<file path="src/ac2c_pkg.sv">
`timescale 1ns / 1ps
// Shared types and constants of the second-chance cache.
// No dependencies.
package ac2c_pkg;

    localparam int DEF_LINES           = 64;
    localparam int DEF_STORE_WORD_BITS = 14;
    localparam int WORDS_PER_LINE      = 16;
    localparam int WORD_BITS           = 4;
    localparam int TAG_BITS            = 10;
    localparam int SA_BITS             = TAG_BITS + WORD_BITS;
    localparam int META_W              = TAG_BITS + 2;

    typedef enum logic [1:0] {
        MODE_READ    = 2'd0,
        MODE_WRITE   = 2'd1,
        MODE_PRELOAD = 2'd2,
        MODE_NONE    = 2'd3
    } t_mode;

    // sa holds {tag, word}, the store word address of the item
    typedef struct packed {
        t_mode               mode;
        logic [SA_BITS-1:0]  sa;
        logic signed [31:0]  data;
    } t_req;

    typedef struct packed {
        logic clearing;
    } t_back_stat;

endpackage

</file>
<file path="src/ac2c_if.sv">
`timescale 1ns / 1ps
// Valid/ready channels of the second-chance cache: request and result.
// No dependencies.
interface ac2c_in_if;
    logic               valid;
    logic               ready;
    logic [1:0]         mode;
    logic [15:0]        byte_address;
    logic signed [31:0] write_data;
    modport source (output valid, mode, byte_address, write_data, input ready);
    modport sink   (input valid, mode, byte_address, write_data, output ready);
endinterface


</file>
<file path="src/ac2c_front.sv">
`timescale 1ns / 1ps
// Front end: accepts request items, decodes them and queues them for the back end.
// Depends on ac2c_pkg and ac2c_in_if.
module ac2c_front (
    input  logic                i_clk,
    input  logic                i_rst_n,
    ac2c_in_if.sink             i_in,
    input  ac2c_pkg::t_back_stat i_stat,
    input  logic                i_pop,
    output logic                o_q_valid,
    output ac2c_pkg::t_req      o_q_req
);
    import ac2c_pkg::*;

    t_req       r_q [2];
    logic       r_wp;
    logic       r_rp;
    logic [1:0] r_cnt;
    logic       push;
    t_req       req_in;

    assign i_in.ready = (r_cnt != 2'd2) && !i_stat.clearing;
    assign push       = i_in.valid && i_in.ready;
    assign o_q_valid  = (r_cnt != 2'd0);
    assign o_q_req    = r_q[r_rp];

    always_comb begin
        req_in.mode = t_mode'(i_in.mode);
        req_in.sa   = i_in.byte_address[15:2];
        req_in.data = i_in.write_data;
    end

    always_ff @(posedge i_clk) begin
        if (!i_rst_n) begin
            r_wp  <= 1'b0;
            r_rp  <= 1'b0;
            r_cnt <= 2'd0;
        end else begin
            if (push) begin
                r_q[r_wp] <= req_in;
                r_wp      <= ~r_wp;
            end
            if (i_pop) begin
                r_rp <= ~r_rp;
            end
            r_cnt <= r_cnt + 2'(push) - 2'(i_pop);
        end
    end
endmodule

</file>
<file path="src/flat_wrapper.sv">
// flat-port wrapper written by rule: the top's interface ports become plain ports
module ac2c_front_flat import ac2c_pkg::*;
  (i_clk, i_rst_n, i_stat, i_pop, o_q_valid, o_q_req, i_in_valid, i_in_mode, i_in_byte_address, i_in_write_data, i_in_ready);
  ac2c_in_if i_in_i ();
  input  logic i_clk;
  input  logic i_rst_n;
  input  ac2c_pkg::t_back_stat i_stat;
  input  logic i_pop;
  output logic o_q_valid;
  output ac2c_pkg::t_req o_q_req;
  input wire logic [$bits(i_in_i.valid)-1:0] i_in_valid;
  input wire logic [$bits(i_in_i.mode)-1:0] i_in_mode;
  input wire logic [$bits(i_in_i.byte_address)-1:0] i_in_byte_address;
  input wire logic [$bits(i_in_i.write_data)-1:0] i_in_write_data;
  output wire logic [$bits(i_in_i.ready)-1:0] i_in_ready;
  assign i_in_i.valid = i_in_valid;
  assign i_in_i.mode = i_in_mode;
  assign i_in_i.byte_address = i_in_byte_address;
  assign i_in_i.write_data = i_in_write_data;
  assign i_in_ready = i_in_i.ready;
  ac2c_front u_core (.i_clk(i_clk), .i_rst_n(i_rst_n), .i_in(i_in_i), .i_stat(i_stat), .i_pop(i_pop), .o_q_valid(o_q_valid), .o_q_req(o_q_req));
endmodule
</file>
<file path="config.mk">
export PLATFORM = sky130hd
export DESIGN_NAME = ac2c_front_flat
export DESIGN_NICKNAME = d
export VERILOG_FILES = /design/src/ac2c_pkg.sv /design/src/ac2c_if.sv /design/src/ac2c_front.sv /design/src/flat_wrapper.sv
export SDC_FILE = /design/constraint.sdc
export NUM_CORES = 1
export LEC_CHECK = 0
export BUFFER_PORTS_ARGS = -buffer_cell sky130_fd_sc_hd__buf_2
export CAP_MARGIN = 20
export CELL_PAD_IN_SITES_DETAIL_PLACEMENT = 1
export CELL_PAD_IN_SITES_GLOBAL_PLACEMENT = 1
export CORE_ASPECT_RATIO = 0.5
export CORE_MARGIN = 2
export CORE_UTILIZATION = 28
export CTS_CLUSTER_DIAMETER = 50
export CTS_CLUSTER_SIZE = 20
export DETAILED_ROUTE_END_ITERATION = 6
export PLACE_DENSITY_LB_ADDON = 0.1
export SLEW_MARGIN = 20
export SYNTH_ARGS = -nofsm -noshare
export SYNTH_HDL_FRONTEND = slang
export SYNTH_SLANG_ARGS = --single-unit
</file>
<file path="constraint.sdc">
create_clock -name i_clk -period 3.8 [get_ports i_clk]
set_input_delay 1.14 -clock i_clk [delete_from_list [all_inputs] [get_ports i_clk]]
set_output_delay 1.14 -clock i_clk [all_outputs]
set_load 0.005 [all_outputs]
</file>
**Word-level counts from Yosys, hierarchy flattened**

Memories as Yosys holds them, arrays and structs flattened. A register that Yosys moved wholly into a read port is not among the register bits.
Cells that the tools add are included.
W data, S select, Z words.

- Add/subtract/negate cells: 2
- Eq/ne operators: 1
- Mux-type cells: 5
- Bitwise gates (word level): 2
- Reduce and logical (&&, ||, !) cells: 4

Operators with widths:

| kind | count |
|---|---|
| $mux W1 | 5 |
| $add A2 B1 Y2 | 1 |
| $logic_and A1 B1 Y1 | 2 |
| $ne A2 B2 Y1 const B | 1 |
| $not A1 Y1 | 2 |
| $reduce_bool A2 Y1 | 1 |
| $sub A2 B1 Y2 | 1 |
| $logic_not A1 Y1 | 1 |

- Register bits after elaboration: 4
- Bits in writable memories: 96
- Input bits: 55
- Output and inout bits: 50
- Logic and storage cells: 18
- Memories: 1

Memory list:

| name | words | bits a word | read ports | clocked after Yosys merged registers in | wr ports | RTL line | source |
|---|---|---|---|---|---|---|---|
| u_core.r_q | 2 | 48 | 1 | 1 | 1 | ac2c_front.sv:15 | `t_req r_q [2];` |

**Depth between registers and ports, before layout**

- Depth in word-level cells: 6
- Gate-level depth with buffers: 7
- Gate-level depth less buffers: 7

**Least setup slack after synthesis**

Ideal clock, no wire load.

- Path kind: input-to-reg
- Start point: input port i_stat
- End point: memory u_core.r_q[0][0] (netlist name), enable pin
- Library setup time: 0.429 ns
- Arrival time: 2.939 ns
- Required time: 3.371 ns
- Setup slack: 0.431 ns
- Stages: 2
- Cell sequence: nand2b_1 -> nor4b_4

- Cells in the longest elaborated chain, start to end: 6

Ends and longest elaborated chain:

| item | RTL line | source |
|---|---|---|
| from (decl) | flat_wrapper.sv:7 | `input ac2c_pkg::t_back_stat i_stat;` |
| $logic_not A1 Y1 | ac2c_front.sv:22 | `assign i_in.ready = (r_cnt != 2'd2) && !i_stat.clearing;` |
| $logic_and A1 B1 Y1 | ac2c_front.sv:22 |  |
| $logic_and A1 B1 Y1 | ac2c_front.sv:23 | `assign push = i_in.valid && i_in.ready;` |
| $mux W1 | ac2c_front.sv:39 | `if (push) begin` |
| $mux W1 | ac2c_front.sv:34 | `if (!i_rst_n) begin` |
| $mux W1 (not written as such) | ac2c_front.sv:40 | `r_q[r_wp] <= req_in;` |
| to (decl) | ac2c_front.sv:15 |  |

Every way passes these cells.

==> summary.txt <==
hold buffer count at cts: 0
Layout Nets: 344
top-area cell type share of the netlist area: 75.94%
routability cong.: 0.7043
Lkg Pwr: 1.830 nW
worst-skew pair later-pin latency: 0.33 ns
total congestion overflow: 0
Hold Path Class: reg2reg
CTS HTree Levels: 3
antenna cells: 0
CP delay by family, top: flip-flops
Max Slew Vio Count: 0
Critical Path AT: 1.89 ns
Setup-failing EPs final: 0
Tot GR Track Use: 9.937%
drt wl/cell: 15.20 um
antenna violations before repair: 0
Synthesized Nets: 231
area leader, netlist: edfxtp_1
I/O pin cnt: 105
Max rail drop VDD: 0.2048 mV
layout cells sized above 1: 59.93%
Core Rows: 30
CP Capture Type: output port
Power Total: 2.495 mW
DP Area: 4536 um2
Worst-Margin Slew: 0.6384 ns
core area: 13400 um2
vias in the first global route: 2108
detailed-route DRC error count: 0
Max stage delay cell, worst path: dfxtp_2
critical path, cell by cell: buf_12 -> mux2_2 -> buf_2
clock buffer depth: 2
R2R setup slack: 1.78 ns
Stages on worst setup path: 3
crit path buf inv count: 2
largest net degree at the start of global routing: 38
Die Height: 86.34 um
outcome: complete, no violations
design area: 4860 um2
Setup CP Type: reg2out
synth unique cells: 19
post-cts resize count: 0
register area share after synthesis: 78.58%
Starting Density: 28.33%
CTS clk-pin slew, worst paths: 0.07 ns
Post-CTS Setup Inserts: 0
RSZ-0062 raised after global routing: false
WHS: 0.5056 ns
setup TNS: 0 ns
Worst setup endpoint: o_q_req[12]
asr flop ratio synth: 0%
Vias per Instance: 4.126
dpl hpwl: 4.866 mm
post-synthesis register bit count: 101
Post-synth EDFFs: 96
ranking of synthesized cells by area: edfxtp_1 76%, mux2_2 8.3%, mux2_4 7.9%
max_cap viols: 0
final core utilization: 36.27%
final antenna-violating net count: 0
first-pass GRT wire length: 10.78 mm
startpoint types: flip-flop
cts bufs inserted: 9
crit-path max FO: 27
Port Buf Inserts: 102
syn avg cell area: 21.82 um2
Final Hold Vio Count: 0
WL final: 7.113 mm
area grow syn2layout: 28.02%
Synth Flop Type: edfxtp_1
Post-Route Skew: 0.003972 ns
layout filler cell count: 1361
DIE AREA: 14560 um2
critical path's largest stage delay: 0.74 ns
r2r worst-path depth: 4
Hold Path Depth: 2
RR Endpoint: u_core.r_q[1][16]
Mapped Area: 3796 um2
root buf cell: clkbuf_16
Rel. slew slack: 57.44%
worst path required time: 2.66 ns
1st-pass router iterations: 4
CTS tree: built
worst reg2reg path startpoint: u_core.r_cnt[1]
Fmax: 330.2 MHz
CTS sink count: 101
Pwr Density: 513.4 nW/um2
Yosys warnings: 0
DR vias: 1931
Syn Inst Count: 174
Final Cycle Share: 79.70%
Initial DRC Count: 68
Die Width: 168.7 um
fin crit period: 3.029 ns
==> how the worst min path moves through the flow <==
stage | startpoint | end
final | u_core.r_wp | u_core.r_wp
after global routing | u_core.r_wp | u_core.r_wp
after CTS | u_core.r_wp | u_core.r_wp
after detailed placement | u_core.r_wp | u_core.r_wp
after global placement | u_core.r_wp | u_core.r_wp
after floorplan | u_core.r_wp | u_core.r_wp
==> routing by layer <==
metal  track usage [%]  part of all wire, %
met5                 0                    0
met4             2.821                 0.63
met3             3.836                  5.6
met2             18.29                   53
met1             10.82                   41
==> cell families after synthesis <==
family	share of synthesized area (%)
buffers and inverters	1.351
multiplexers	16.22
flip-flops	78.58
AO/OA/AOI/OAI	0.1978
AND/OR/NAND/NOR	2.307
adder cells (fa/ha/maj)	0.6591
XOR/XNOR	0.6923
==> power by group <==
| group | switching, mW | leakage, nW | internal, mW |
|---|---|---|---|
| Clock | 0.392 | 0.158 | 0.581 |
| Sequential | 0.0234 | 0.912 | 1.26 |
| Combinational | 0.101 | 0.760 | 0.134 |
| Total | 0.517 | 1.83 | 1.98 |
==> cells in the final DEF, fill, tap and decap left out, types with 2 or more instances in the layout <==
cell       count
dfxtp_1        4
mux2_2        28
nor2_1         2
and2_1         4
buf_4          4
mux2_4        20
clkinv_4       3
ha_1           2
inv_1          2
xnor2_1        2
bufinv_16      2
edfxtp_1      96
clkbuf_16      9
buf_2        102
==> through the flow <==
step,worst slack [ns],cells
5_1_grt,0.6295,468
6_report,0.7713,468
3_3_place_gp,0.8065,452
3_5_place_dp,0.7519,452
2_1_floorplan,0.4314,174
4_1_cts,0.7004,468
==> final cells by class <==
cell class	count	area [um2]	area share (%)
clock buffers	9	225.2	4.634
well taps	176	220.2	4.531
inverters	2	7.507	0.1545
flip-flops and latches	101	2984	61.41
multi-input cells	66	763.2	15.71
repair buffers	107	560.5	11.53
clock inverters	7	98.84	2.034
==> cells in the mapped netlist (2+ instances only) <==
| cell | instances |
|---|---|
| edfxtp_1 | 96 |
| mux2_2 | 28 |
| mux2_4 | 20 |
| dfxtp_1 | 5 |
| and2_1 | 4 |
| buf_6 | 3 |
| buf_2 | 2 |
| ha_1 | 2 |
| inv_1 | 2 |
| nor2_1 | 2 |
| xnor2_1 | 2 |
==> worst register-to-register path: cells and delay by family (launching register included) <==
kind / cells / cell delay (ns)
buf+inv: 1 / 0.40
flops: 1 / 0.33
simple gates: 3 / 0.96
==> sequential cells by signal, indices dropped and copies added, names as in the netlist, named ones only <==
name	cells
u_core.r_q	96
u_core.r_cnt	2
u_core.r_wp	1
u_core.r_rp	1
No activity file was read; power rests on OpenSTA's default activity.
